$ cat src/sv/hbd_pkg.sv
// Shared types, constants and helper functions of the HTTP body deframer.
package hbd_pkg;

  localparam int CHUNK_SIZE_BITS     = 32;
  localparam int LENGTH_BITS         = 48;
  localparam int CONTENT_LENGTH_BITS = 48;
  localparam int APB_DATA_BITS       = 64;
  localparam int APB_ADDR_BITS       = 4;

  localparam logic [1:0] OP_DATA  = 2'd0;
  localparam logic [1:0] OP_CLOSE = 2'd1;
  localparam logic [1:0] OP_START = 2'd2;

  localparam logic [1:0] MODE_NONE      = 2'd0;
  localparam logic [1:0] MODE_LENGTH    = 2'd1;
  localparam logic [1:0] MODE_CHUNKED   = 2'd2;
  localparam logic [1:0] MODE_UNTIL_END = 2'd3;

  localparam logic REG_BODY_MODE      = 1'b0;
  localparam logic REG_CONTENT_LENGTH = 1'b1;

  localparam logic [2:0] PH_DONE       = 3'd0;
  localparam logic [2:0] PH_LENGTH     = 3'd1;
  localparam logic [2:0] PH_UNTIL_END  = 3'd2;
  localparam logic [2:0] PH_SIZE_START = 3'd3;
  localparam logic [2:0] PH_SIZE_LINE  = 3'd4;
  localparam logic [2:0] PH_DATA       = 3'd5;
  localparam logic [2:0] PH_SKIP       = 3'd6;
  localparam logic [2:0] PH_TRAILER    = 3'd7;

  localparam logic [7:0] CH_CR = 8'h0D;
  localparam logic [7:0] CH_LF = 8'h0A;

  typedef logic [CHUNK_SIZE_BITS-1:0] chunk_t;
  typedef logic [LENGTH_BITS-1:0]     length_t;

  localparam chunk_t CHUNK_MAX       = {CHUNK_SIZE_BITS{1'b1}};
  localparam chunk_t CHUNK_SAT_LIMIT = CHUNK_MAX >> 4;

  typedef struct packed {
    logic       valid;
    logic [3:0] value;
  } hex_digit_t;

  function automatic hex_digit_t hex_decode(input logic [7:0] b);
    hex_digit_t d;
    d.valid = 1'b1;
    d.value = 4'd0;
    if (b >= 8'h30 && b <= 8'h39) begin
      d.value = 4'(b - 8'h30);
    end else if (b >= 8'h61 && b <= 8'h66) begin
      d.value = 4'(b - 8'h57);
    end else if (b >= 8'h41 && b <= 8'h46) begin
      d.value = 4'(b - 8'h37);
    end else begin
      d.valid = 1'b0;
    end
    return d;
  endfunction

endpackage

$ cat src/sv/hbd_in_if.sv
// Input channel of the HTTP body deframer: one stream byte or command per transfer.
interface hbd_in_if;
  logic       valid;
  logic       ready;
  logic [1:0] op;
  logic [7:0] data_byte;

  modport source (output valid, op, data_byte, input ready);
  modport sink (input valid, op, data_byte, output ready);
endinterface

$ cat src/sv/hbd_out_if.sv
// Result channel of the HTTP body deframer: one status word per transfer.
interface hbd_out_if;
  logic       valid;
  logic       ready;
  logic       payload_valid;
  logic [7:0] payload_byte;
  logic       body_complete;
  logic       framing_error;
  logic       spare_byte;

  modport source (output valid, payload_valid, payload_byte, body_complete, framing_error,
                  spare_byte, input ready);
  modport sink (input valid, payload_valid, payload_byte, body_complete, framing_error,
                spare_byte, output ready);
endinterface

$ cat src/sv/http_body_deframer.sv
// HTTP/1.1 body deframer with chunked transfer decoding.
//
// The item channel carries one byte or command per transfer: op 0 is a stream
// byte, op 1 reports that the connection closed and op 2 starts a new body in
// the mode held in the frame_mode register. Every item gives exactly one result
// transfer, which marks the byte as payload or spare and reports the done and
// framing error levels after the item.
// Registers are to be written over the APB port only while the block is idle,
// which the block itself does not enforce: frame_mode at byte address 0 and
// content_length at byte address 8. The result is valid in the cycle after the
// item transfer. One item is taken every cycle while results are taken; the
// phase register and the length and chunk counters update at each transfer.
// Reset leaves the block in the done state, so bytes before the first start
// are flagged as spare. The result sits in an output register; when the
// receiver stalls, the block still takes an item in the cycle in which the
// waiting result is taken, and holds off new items only while it stays.
module http_body_deframer
  import hbd_pkg::*;
(
  input  logic                     clk,
  input  logic                     rst,
  hbd_in_if.sink                   item,
  hbd_out_if.source                result,
  input  logic                     psel,
  input  logic                     penable,
  input  logic                     pwrite,
  input  logic [APB_ADDR_BITS-1:0] paddr,
  input  logic [APB_DATA_BITS-1:0] pwdata,
  output logic [APB_DATA_BITS-1:0] prdata,
  output logic                     pready
);

  logic [1:0]                     frame_mode;
  logic [CONTENT_LENGTH_BITS-1:0] content_length;

  logic [2:0] phase, phase_next;
  chunk_t     chunk_remaining, chunk_remaining_next;
  length_t    length_remaining, length_remaining_next;
  logic [1:0] skip_count, skip_count_next;
  logic       in_size_digits, in_size_digits_next;
  logic [2:0] trailer_match, trailer_match_next;
  logic [1:0] trailer_position, trailer_position_next;
  logic       error_flag, error_flag_next;

  logic       res_valid;
  logic       res_payload_valid;
  logic [7:0] res_payload_byte;
  logic       res_body_complete;
  logic       res_framing_error;
  logic       res_spare_byte;

  logic       pv, spare, accept, cfg_write;
  hex_digit_t hex;
  chunk_t     chunk_dec;
  length_t    length_dec;
  logic [7:0] trailer_want;
  logic [1:0] skip_dec;

  assign pready    = 1'b1;
  assign cfg_write = psel & penable & pwrite;

  always_comb begin
    unique case (paddr[3])
      REG_BODY_MODE:      prdata = APB_DATA_BITS'(frame_mode);
      REG_CONTENT_LENGTH: prdata = APB_DATA_BITS'(content_length);
      default:            prdata = '0;
    endcase
  end

  always_ff @(posedge clk) begin
    if (rst) begin
      frame_mode     <= MODE_NONE;
      content_length <= '0;
    end else if (cfg_write) begin
      unique case (paddr[3])
        REG_BODY_MODE:      frame_mode <= pwdata[1:0];
        REG_CONTENT_LENGTH: content_length <= pwdata[CONTENT_LENGTH_BITS-1:0];
        default:            ;
      endcase
    end
  end

  assign item.ready = ~res_valid | result.ready;
  assign accept     = item.valid & item.ready;

  assign hex          = hex_decode(item.data_byte);
  assign chunk_dec    = chunk_remaining - chunk_t'(1);
  assign length_dec   = length_remaining - length_t'(1);
  assign skip_dec     = (skip_count != 2'd0) ? skip_count - 2'd1 : 2'd0;
  assign trailer_want = trailer_match[0] ? CH_LF : CH_CR;

  always_comb begin
    phase_next            = phase;
    chunk_remaining_next  = chunk_remaining;
    length_remaining_next = length_remaining;
    skip_count_next       = skip_count;
    in_size_digits_next   = in_size_digits;
    trailer_match_next    = trailer_match;
    trailer_position_next = trailer_position;
    error_flag_next       = error_flag;
    pv                    = 1'b0;
    spare                 = 1'b0;

    unique case (item.op)
      OP_START: begin
        error_flag_next       = 1'b0;
        chunk_remaining_next  = '0;
        length_remaining_next = '0;
        skip_count_next       = 2'd0;
        in_size_digits_next   = 1'b0;
        trailer_match_next    = 3'd0;
        trailer_position_next = 2'd0;
        unique case (frame_mode)
          MODE_LENGTH: begin
            length_remaining_next = LENGTH_BITS'(content_length);
            phase_next = (LENGTH_BITS'(content_length) == '0) ? PH_DONE : PH_LENGTH;
          end
          MODE_CHUNKED:   phase_next = PH_SIZE_START;
          MODE_UNTIL_END: phase_next = PH_UNTIL_END;
          default:        phase_next = PH_DONE;
        endcase
      end
      OP_CLOSE: begin
        if (!error_flag && phase != PH_DONE) begin
          if (phase != PH_UNTIL_END) begin
            error_flag_next = 1'b1;
          end
          phase_next = PH_DONE;
        end
      end
      OP_DATA: begin
        if (!error_flag) begin
          unique case (phase)
            PH_DONE: spare = 1'b1;
            PH_LENGTH: begin
              pv = 1'b1;
              length_remaining_next = length_dec;
              if (length_dec == '0) begin
                phase_next = PH_DONE;
              end
            end
            PH_UNTIL_END: pv = 1'b1;
            PH_SIZE_START: begin
              if (!hex.valid) begin
                error_flag_next = 1'b1;
                phase_next      = PH_DONE;
              end else begin
                chunk_remaining_next = chunk_t'(hex.value);
                in_size_digits_next  = 1'b1;
                phase_next           = PH_SIZE_LINE;
              end
            end
            PH_SIZE_LINE: begin
              if (item.data_byte == CH_LF) begin
                in_size_digits_next = 1'b0;
                if (chunk_remaining == '0) begin
                  trailer_match_next    = 3'd0;
                  trailer_position_next = 2'd0;
                  phase_next            = PH_TRAILER;
                end else begin
                  phase_next = PH_DATA;
                end
              end else if (!(in_size_digits && hex.valid)) begin
                in_size_digits_next = 1'b0;
              end else if (chunk_remaining > CHUNK_SAT_LIMIT) begin
                chunk_remaining_next = CHUNK_MAX;
              end else begin
                chunk_remaining_next = {chunk_remaining[CHUNK_SIZE_BITS-5:0], hex.value};
              end
            end
            PH_DATA: begin
              pv = 1'b1;
              chunk_remaining_next = chunk_dec;
              if (chunk_dec == '0) begin
                skip_count_next = 2'd2;
                phase_next      = PH_SKIP;
              end
            end
            PH_SKIP: begin
              skip_count_next = skip_dec;
              if (skip_dec == 2'd0) begin
                phase_next = PH_SIZE_START;
              end
            end
            PH_TRAILER: begin
              if (item.data_byte == trailer_want) begin
                trailer_match_next = trailer_match + 3'd1;
              end else begin
                trailer_match_next = (item.data_byte == CH_CR) ? 3'd1 : 3'd0;
              end
              if (trailer_position != 2'd2) begin
                trailer_position_next = trailer_position + 2'd1;
              end
              if ((trailer_position == 2'd1 && trailer_match_next == 3'd2) ||
                  trailer_match_next >= 3'd4) begin
                phase_next = PH_DONE;
              end
            end
            default: ;
          endcase
        end
      end
      default: ;
    endcase
  end

  always_ff @(posedge clk) begin
    if (rst) begin
      phase            <= PH_DONE;
      chunk_remaining  <= '0;
      length_remaining <= '0;
      skip_count       <= 2'd0;
      in_size_digits   <= 1'b0;
      trailer_match    <= 3'd0;
      trailer_position <= 2'd0;
      error_flag       <= 1'b0;
      res_valid        <= 1'b0;
    end else begin
      if (accept) begin
        phase            <= phase_next;
        chunk_remaining  <= chunk_remaining_next;
        length_remaining <= length_remaining_next;
        skip_count       <= skip_count_next;
        in_size_digits   <= in_size_digits_next;
        trailer_match    <= trailer_match_next;
        trailer_position <= trailer_position_next;
        error_flag       <= error_flag_next;
        res_valid        <= 1'b1;
      end else if (result.ready) begin
        res_valid <= 1'b0;
      end
    end
  end

  always_ff @(posedge clk) begin
    if (accept) begin
      res_payload_valid <= pv;
      res_payload_byte  <= pv ? item.data_byte : 8'd0;
      res_body_complete <= (phase_next == PH_DONE) && !error_flag_next;
      res_framing_error <= error_flag_next;
      res_spare_byte    <= spare;
    end
  end

  assign result.valid         = res_valid;
  assign result.payload_valid = res_payload_valid;
  assign result.payload_byte  = res_payload_byte;
  assign result.body_complete = res_body_complete;
  assign result.framing_error = res_framing_error;
  assign result.spare_byte    = res_spare_byte;

`ifndef ASSERT_OFF
  a_error_parks_done: assert property (@(posedge clk) disable iff (rst)
    error_flag |-> phase == PH_DONE)
    else $error("Framing error is set outside the done phase.");

  a_data_count_live: assert property (@(posedge clk) disable iff (rst)
    phase == PH_DATA |-> chunk_remaining != '0)
    else $error("Chunk data phase entered with an empty chunk count.");

  a_length_count_live: assert property (@(posedge clk) disable iff (rst)
    phase == PH_LENGTH |-> length_remaining != '0)
    else $error("Fixed length phase entered with an empty length count.");

  a_skip_count_live: assert property (@(posedge clk) disable iff (rst)
    phase == PH_SKIP |-> skip_count != 2'd0)
    else $error("Skip phase entered with nothing left to skip.");

  a_result_flags: assert property (@(posedge clk) disable iff (rst)
    res_valid |-> !(res_payload_valid && (res_spare_byte || res_framing_error)))
    else $error("Payload byte flagged together with spare or error.");
`endif

endmodule
$ cat src/flat_wrapper.sv
// flat-port wrapper written by rule: the top's interface ports become plain ports
module http_body_deframer_flat import hbd_pkg::*;
  (clk, rst, psel, penable, pwrite, paddr, pwdata, prdata, pready, item_valid, item_op, item_data_byte, item_ready, result_valid, result_payload_valid, result_payload_byte, result_body_complete, result_framing_error, result_spare_byte, result_ready);
  hbd_in_if item_i ();
  hbd_out_if result_i ();
  input  logic clk;
  input  logic rst;
  input  logic psel;
  input  logic penable;
  input  logic pwrite;
  input  logic [APB_ADDR_BITS-1:0] paddr;
  input  logic [APB_DATA_BITS-1:0] pwdata;
  output logic [APB_DATA_BITS-1:0] prdata;
  output logic pready;
  input wire logic [$bits(item_i.valid)-1:0] item_valid;
  input wire logic [$bits(item_i.op)-1:0] item_op;
  input wire logic [$bits(item_i.data_byte)-1:0] item_data_byte;
  output wire logic [$bits(item_i.ready)-1:0] item_ready;
  output wire logic [$bits(result_i.valid)-1:0] result_valid;
  output wire logic [$bits(result_i.payload_valid)-1:0] result_payload_valid;
  output wire logic [$bits(result_i.payload_byte)-1:0] result_payload_byte;
  output wire logic [$bits(result_i.body_complete)-1:0] result_body_complete;
  output wire logic [$bits(result_i.framing_error)-1:0] result_framing_error;
  output wire logic [$bits(result_i.spare_byte)-1:0] result_spare_byte;
  input wire logic [$bits(result_i.ready)-1:0] result_ready;
  assign item_i.valid = item_valid;
  assign item_i.op = item_op;
  assign item_i.data_byte = item_data_byte;
  assign item_ready = item_i.ready;
  assign result_valid = result_i.valid;
  assign result_payload_valid = result_i.payload_valid;
  assign result_payload_byte = result_i.payload_byte;
  assign result_body_complete = result_i.body_complete;
  assign result_framing_error = result_i.framing_error;
  assign result_spare_byte = result_i.spare_byte;
  assign result_i.ready = result_ready;
  http_body_deframer u_core (.clk(clk), .rst(rst), .item(item_i), .result(result_i), .psel(psel), .penable(penable), .pwrite(pwrite), .paddr(paddr), .pwdata(pwdata), .prdata(prdata), .pready(pready));
endmodule
$ cat config.mk
export PLATFORM = sky130hd
export DESIGN_NAME = http_body_deframer_flat
export DESIGN_NICKNAME = d
export VERILOG_FILES = /design/src/sv/hbd_pkg.sv /design/src/sv/hbd_in_if.sv /design/src/sv/hbd_out_if.sv /design/src/sv/http_body_deframer.sv /design/src/flat_wrapper.sv
export SDC_FILE = /design/constraint.sdc
export NUM_CORES = 1
export LEC_CHECK = 0
export ABC_AREA = 0
export BUFFER_PORTS_ARGS = -buffer_cell sky130_fd_sc_hd__buf_2
export CORE_ASPECT_RATIO = 1.75
export CORE_MARGIN = 3
export CORE_UTILIZATION = 52
export DETAILED_ROUTE_END_ITERATION = 8
export GPL_TIMING_DRIVEN = 0
export PLACE_DENSITY_LB_ADDON = 0.08
export SETUP_SLACK_MARGIN = 0.05
export SYNTH_ARGS = -nofsm -noshare
export SYNTH_HDL_FRONTEND = slang
export SYNTH_SLANG_ARGS = --single-unit
$ cat constraint.sdc
create_clock -name clk -period 3.2 [get_ports clk]
set_clock_uncertainty 0.15 [all_clocks]
set_input_delay 0.16 -clock clk [delete_from_list [all_inputs] [get_ports clk]]
set_output_delay 0.16 -clock clk [all_outputs]
set_load 0.1 [all_outputs]
==> metrics.txt, run 1 <==
outcome=completed; fraction of the yosys area taken by sequential cells=roughly 33%; kind of end point of the critical path=flop; wire length of the first global-routing pass=between 60 and 70 mm; startpoint of the lowest-slack hold path=item_data_byte[3]; Post-Synthesis Cells=~1.3k; TritonCTS clock tree=done; Vias=around 12k; vias per std cell=~6.5; Int Power=~3.8 mW; number of nets still failing antenna checks after routing=0; layout cells sized above 1=18.4%; overall routing resource usage=about two fifths; pwr/cell area=approximately 450 nW/µm²; Design Power=5.60 mW; number of DRC violations after detailed routing=0; full die area=20600 µm²; # placed instances=1711; Leak Pwr=just under 5 nW; Layout Area Growth over Synthesis=28.1%; worst path arrival time=~3300 ps; Hold WC Path Type=in -> reg; highest net fanout along the worst path=5; pin slew with the least headroom to its limit=1000 ps; switching power total=around 1.8 mW; Root Driver=sky130_fd_sc_hd__clkbuf_16; IO buf count=between 100 and 150; Inserted Clock Buffers=17; Combinational Power Share=between 20% and 30%; die extent in y=around 190 µm; final-report setup violation count=0; post-synthesis cell area=~10000 µm²; final core utilization=around 69%; drt total wl=around 42 mm; switching part of the total power=around a third; vias in the first global route=approximately 12k; number of antenna violations at the first check in global routing=1; area of all placed cells without fillers=~13000 µm²; RSZ-0062 raised after global routing=yes; final clock period utilization by the worst path=between 90% and 100%; share of power burned in the clock network=roughly two fifths; max capacitance violation total=0; flop-to-flop setup slack=about 47 ps; required time reported for the critical path endpoint=about 3300 ps; top-level port count=164; Max rail drop VDD=around 0.35 mV; mean post-synth cell area=around 7.3 µm²; Reg clk slew, reported paths=~60 ps; Net count, final=around 1.7k; R2R Path End=u_core.result.body_complete; Yosys Warn Count=0; Setup Crit Path Kind=reg -> reg; post-synthesis register bit count=approximately 160; average wire per cell in the routed design=~23 µm; post-layout min period=approximately 3200 ps; CTS max path bufs=2; tightest hold margin=roughly 18 ps; Initial Util=between 50% and 60%; worst hold path endpoint=u_core.trailer_match[0]; largest net degree at the start of global routing=19; violation count after the first detailed-routing iteration=around 900; residual overflow from global routing=0; Chip Width=~110 µm; depth of the worst hold-timing path=4; Std-Cell Core Area=between 15000 and 20000 µm²; commonest non-fill, non-tap cells in the layout=sky130_fd_sc_hd__nand2_1 (181), sky130_fd_sc_hd__dfxtp_1 (136), sky130_fd_sc_hd__a21oi_1 (131); first-pass iteration count of the detailed router=7; clock insertion delay at the later pin of the skew report=approximately 440 ps; max-slew violations=0; worst slew margin relative to its limit=between 30% and 40%; last weighted congestion value of the routability-driven placer=around 1.0; critical path launch point type=flop; cells on worst reg2reg path=10; final-report hold violation count=0; post-place instance area=10800 µm²; share of synthesized registers carrying an async set or reset=0%; fill cell instance count of the final layout=between 1.5k and 2k; Distinct cells, synth=73; number of synthesized flops with an enable pin=12; Reg2Reg Launch Point=u_core.length_remaining[16]; clk sinks=155; final cell count without fillers=1822; maximum level of the CTS H-tree=4; flip-flop cell with the highest count after synthesis=sky130_fd_sc_hd__dfxtp_1; sum of net half-perimeters after detailed placement=around 30 mm; number of cell rows=65; f_max=approximately 320 MHz; sequential share of power=a little under two fifths; leading cell type in the layout, fill and taps excluded=sky130_fd_sc_hd__nand2_1
## logic make-up after synthesis
logic type | after synthesis | synth area share, %
xor gates and xnor gates | 37 | 3.31
buffers and inverters | 135 | 6.10
other | 2 | 0.0768
muxes | 4 | 0.435
AOI/OAI and AO/OA | 371 | 22.9
adders and majority gates | 11 | 1.41
DFF | 155 | 33.0
and+or+nand+nor | 622 | 32.8
## critical path, cell delays in order, from the launching register on
cell	delay [ps]
sky130_fd_sc_hd__dfxtp_4	340
sky130_fd_sc_hd__or4_4	570
sky130_fd_sc_hd__or3_4	380
sky130_fd_sc_hd__buf_8	150
sky130_fd_sc_hd__buf_4	140
sky130_fd_sc_hd__nor4_4	290
sky130_fd_sc_hd__xnor2_2	150
sky130_fd_sc_hd__nor4_2	160
sky130_fd_sc_hd__and4b_1	240
sky130_fd_sc_hd__nand3_2	110
sky130_fd_sc_hd__a211oi_2	280
## metal layers
metal | track usage (%) | share of wire, % | vias up | wire, µm
li1 | - | - | 5305 | -
met2 | 69.7 | 50 | 724 | 21000
met3 | 9.29 | 8.2 | 299 | 3440
met4 | 34.5 | 10 | 0 | 4160
met5 | 0 | 0 | - | 0
met1 | 41.3 | 32 | 5582 | 13200
## power by group through the flow
stage                     Clock [mW]  Combinational [mW]  Sequential (mW)
after global placement             0                1.12             2.09
after detailed placement           0                1.13             2.09
after floorplan                    0               0.743             2.15
after CTS                       2.15                1.30             2.05
after global routing            2.23                1.47             2.06
final                           2.15                1.39             2.06
## area by class of cell
class | instances | area (µm²) | share of cell area [%]
Buffer | 111 | 523 | 4.18
Clock inverter | 11 | 141 | 1.13
Timing Repair Buffer | 206 | 1390 | 11.1
Tap cell | 234 | 293 | 2.34
Antenna cell | 2 | 5.00 | 0.0400
Sequential cell | 155 | 3230 | 25.8
Clock buffer | 21 | 472 | 3.77
Multi-Input combinational cell | 1062 | 6380 | 51.0
Inverter | 20 | 75.1 | 0.600
## flip-flops by register name, indices dropped and copies added (netlist names)
name                         cells
u_core.chunk_remaining          32
u_core.length_remaining         48
u_core.content_length           48
u_core.error_flag                1
u_core.result.payload_valid      1
u_core.result.valid              1
u_core.trailer_position          2
u_core.result.framing_error      1
u_core.skip_count                2
u_core.result.payload_byte       8
u_core.frame_mode                2
u_core.phase                     3
u_core.result.body_complete      1
u_core.in_size_digits            1
u_core.trailer_match             3
u_core.result.spare_byte         1
## synthesized netlist by cell type, types with 23 or more instances
| master | count | area [µm²] |
|---|---|---|
| sky130_fd_sc_hd__o21ai_0 | 108 | 541 |
| sky130_fd_sc_hd__and2_1 | 56 | 350 |
| sky130_fd_sc_hd__nor3_1 | 55 | 275 |
| sky130_fd_sc_hd__clkbuf_1 | 88 | 330 |
| sky130_fd_sc_hd__nor2_1 | 123 | 462 |
| sky130_fd_sc_hd__a22oi_1 | 25 | 188 |
| sky130_fd_sc_hd__nor4_1 | 52 | 325 |
| sky130_fd_sc_hd__dfxtp_1 | 143 | 2860 |
| sky130_fd_sc_hd__nand4_1 | 23 | 144 |
| sky130_fd_sc_hd__nand2_1 | 185 | 694 |
| sky130_fd_sc_hd__nand3_1 | 29 | 145 |
| sky130_fd_sc_hd__a21oi_1 | 131 | 656 |
## stage by stage
step           setup slack [ps]  setup TNS (ps)
4_1_cts                    17.2               0
2_1_floorplan              70.5               0
5_1_grt                   -72.3           -99.8
3_5_place_dp               -689          -21770
6_report                   47.0               0
3_3_place_gp               -781          -19170
## timing repair
action                                  4_1_cts  5_1_grt
endpoints found under the setup margin       53       45
hold buffers                                 54        0
pin swaps                                    17       22
buffers inserted                             19        7
gates resized for setup                      47       46
endpoints found under the hold margin        55        0
gates cloned                                  1        0
## worst max-delay path by stage
stage	start	endpoint	slack (ps)
floorplan	u_core.result.valid	u_core.chunk_remaining[28]	70
global placement	u_core.length_remaining[2]	u_core.result.body_complete	-780
detailed placement	u_core.chunk_remaining[0]	u_core.trailer_match[0]	-690
CTS	u_core.chunk_remaining[0]	u_core.result.body_complete	20
global route	u_core.length_remaining[0]	u_core.result.body_complete	-70
finish	u_core.length_remaining[16]	u_core.result.body_complete	50
No activity file was read; power rests on OpenSTA's default activity.
==> run 2: changes to the inputs <==
Settings changed: PLACE_DENSITY set to 0.83, PLACE_DENSITY_LB_ADDON 0.08 to not set.
==> metrics.txt, run 2 (synthesis gave the netlist of run 1 again) <==
Std-Cell Core Area=18200 µm²; full die area=20600 µm²; Reg2Reg Launch Point=u_core.length_remaining[15]; residual overflow from global routing=0; max capacitance violation total=0; Layout Area Growth over Synthesis=28.0%; number of cell rows=65; number of DRC violations after detailed routing=0; Reg clk slew, reported paths=approximately 60 ps; number of nets still failing antenna checks after routing=0; final cell count without fillers=roughly 1.8k; # placed instances=roughly 1.7k; cells on worst reg2reg path=9; Hold WC Path Type=in -> reg; CTS max path bufs=2; multi-input logic area=approximately 6400 µm²; R2R Path End=u_core.result.body_complete; wire length of the first global-routing pass=~63 mm; vias in the first global route=approximately 12k; Int Power=between 3 and 4 mW; last weighted congestion value of the routability-driven placer=around 1.0; flop-to-flop setup slack=around 68 ps; depth of the worst hold-timing path=4; outcome=completed; share of power burned in the clock network=37.3%; Chip Width=around 110 µm; TritonCTS clock tree=done; largest net degree at the start of global routing=19; Inserted Clock Buffers=17; top-level port count=between 150 and 200; vias per std cell=6.59; fill cell instance count of the final layout=1497; kind of end point of the critical path=flop; Setup Crit Path Kind=reg -> reg; clk sinks=~160; highest net fanout along the worst path=7; layout cells sized above 1=between 10% and 20%; worst hold path endpoint=u_core.frame_mode[1]; startpoint of the lowest-slack hold path=penable; Initial Util=between 50% and 60%; worst path arrival time=~3300 ps; Combinational Power Share=between 20% and 30%; final core utilization=between 60% and 70%; pin slew with the least headroom to its limit=around 1000 ps; overall routing resource usage=between 30% and 40%; IO buf count=between 100 and 150; violation count after the first detailed-routing iteration=between 1k and 1.5k; worst slew margin relative to its limit=a little under a third; pwr/cell area=438 nW/µm²; Vias=around 12k; combined flip-flop and latch cell area=3230 µm²; required time reported for the critical path endpoint=3340 ps; Leak Pwr=4.89 nW; commonest non-fill, non-tap cells in the layout=sky130_fd_sc_hd__nand2_1 (180), sky130_fd_sc_hd__dfxtp_1 (139), sky130_fd_sc_hd__a21oi_1 (131); post-layout min period=3130 ps; final-report hold violation count=0; sum of net half-perimeters after detailed placement=approximately 28 mm; average wire per cell in the routed design=22.2 µm; Root Driver=sky130_fd_sc_hd__clkbuf_16; number of antenna violations at the first check in global routing=0; RSZ-0062 raised after global routing=yes; first-pass iteration count of the detailed router=9; final-report setup violation count=0; switching power total=around 1.8 mW; startpoint of the most critical setup path=u_core.length_remaining[15]; biggest regs=u_core.content_length: 48 flops, u_core.length_remaining: 48 flops, u_core.chunk_remaining: 32 flops; leading cell type in the layout, fill and taps excluded=sky130_fd_sc_hd__nand2_1; clock insertion delay at the later pin of the skew report=about 450 ps; maximum level of the CTS H-tree=4; Net count, final=1675; sequential share of power=~38%; Inserted Diodes=0; switching part of the total power=about a third; die extent in y=around 190 µm; drt total wl=40.5 mm; Max rail drop VDD=between 0.3 and 0.4 mV; final clock period utilization by the worst path=97.9%; f_max=between 300 and 400 MHz; critical path launch point type=flop; max-slew violations=0
-- run 2: what timing repair did --
item,4_1_cts,5_1_grt
hold buffers,56,0
setup endpoints to repair,37,68
pin swaps,21,32
gates cloned,0,0
buffers inserted,19,13
hold endpoints to repair,57,0
gates resized for setup,42,53
-- run 2: worst max path at each step --
stage,slack [ps],end,cells past startpoint
finish,70,u_core.result.body_complete,9
global route,-20,u_core.result.body_complete,10
CTS,10,u_core.trailer_match[0],11
detailed placement,-520,u_core.chunk_remaining[31],12
global placement,-490,u_core.result.body_complete,10
floorplan,70,u_core.chunk_remaining[28],8
-- run 2: critical path: stages (launching register included) --
cell                       delay (ps)
sky130_fd_sc_hd__dfxtp_4          340
sky130_fd_sc_hd__or4_4            560
sky130_fd_sc_hd__or3_4            360
sky130_fd_sc_hd__buf_8            150
sky130_fd_sc_hd__buf_6            110
sky130_fd_sc_hd__or4_4            440
sky130_fd_sc_hd__a31oi_4          200
sky130_fd_sc_hd__and4b_1          260
sky130_fd_sc_hd__nand3_2          150
sky130_fd_sc_hd__a211oi_2         240
-- run 2: area by class of cell --
class	count	share of cell area [%]
tap	234	2.34
clock buffer	24	3.85
clock inverter	8	0.739
multi-input combinational	1062	51.0
timing repair buffer	213	11.5
inverter	20	0.600
sequential	155	25.8
buffer	110	4.18
-- run 2: power groups by stage --
stage	clock (mW)	combinational, mW	sequential (mW)
5_1_grt	2.11	1.45	2.06
3_3_place_gp	0	1.10	2.09
4_1_cts	2.04	1.26	2.05
2_1_floorplan	0	0.743	2.15
3_5_place_dp	0	1.11	2.09
6_report	2.04	1.38	2.06
-- run 2: routing by layer --
layer	track usage [%]	vias up	part of all wire [%]
met5	0	-	0
met4	37.0	0	11
met3	10.4	330	9.2
met2	64.4	831	49
met1	39.2	5554	31
li1	-	5317	-
-- run 2: through the flow --
step	area [µm²]	setup slack [ps]	hold slack [ps]	total power [mW]	TNS, ps
floorplan	9850	70.5	139	2.90	0
global placement	10800	-494	252	3.19	-14730
detailed placement	10800	-518	259	3.21	-16440
CTS	12200	9.70	29.9	5.35	0
global route	12500	-21.2	93.5	5.63	-21.2
finish	12500	67.9	60.6	5.49	0
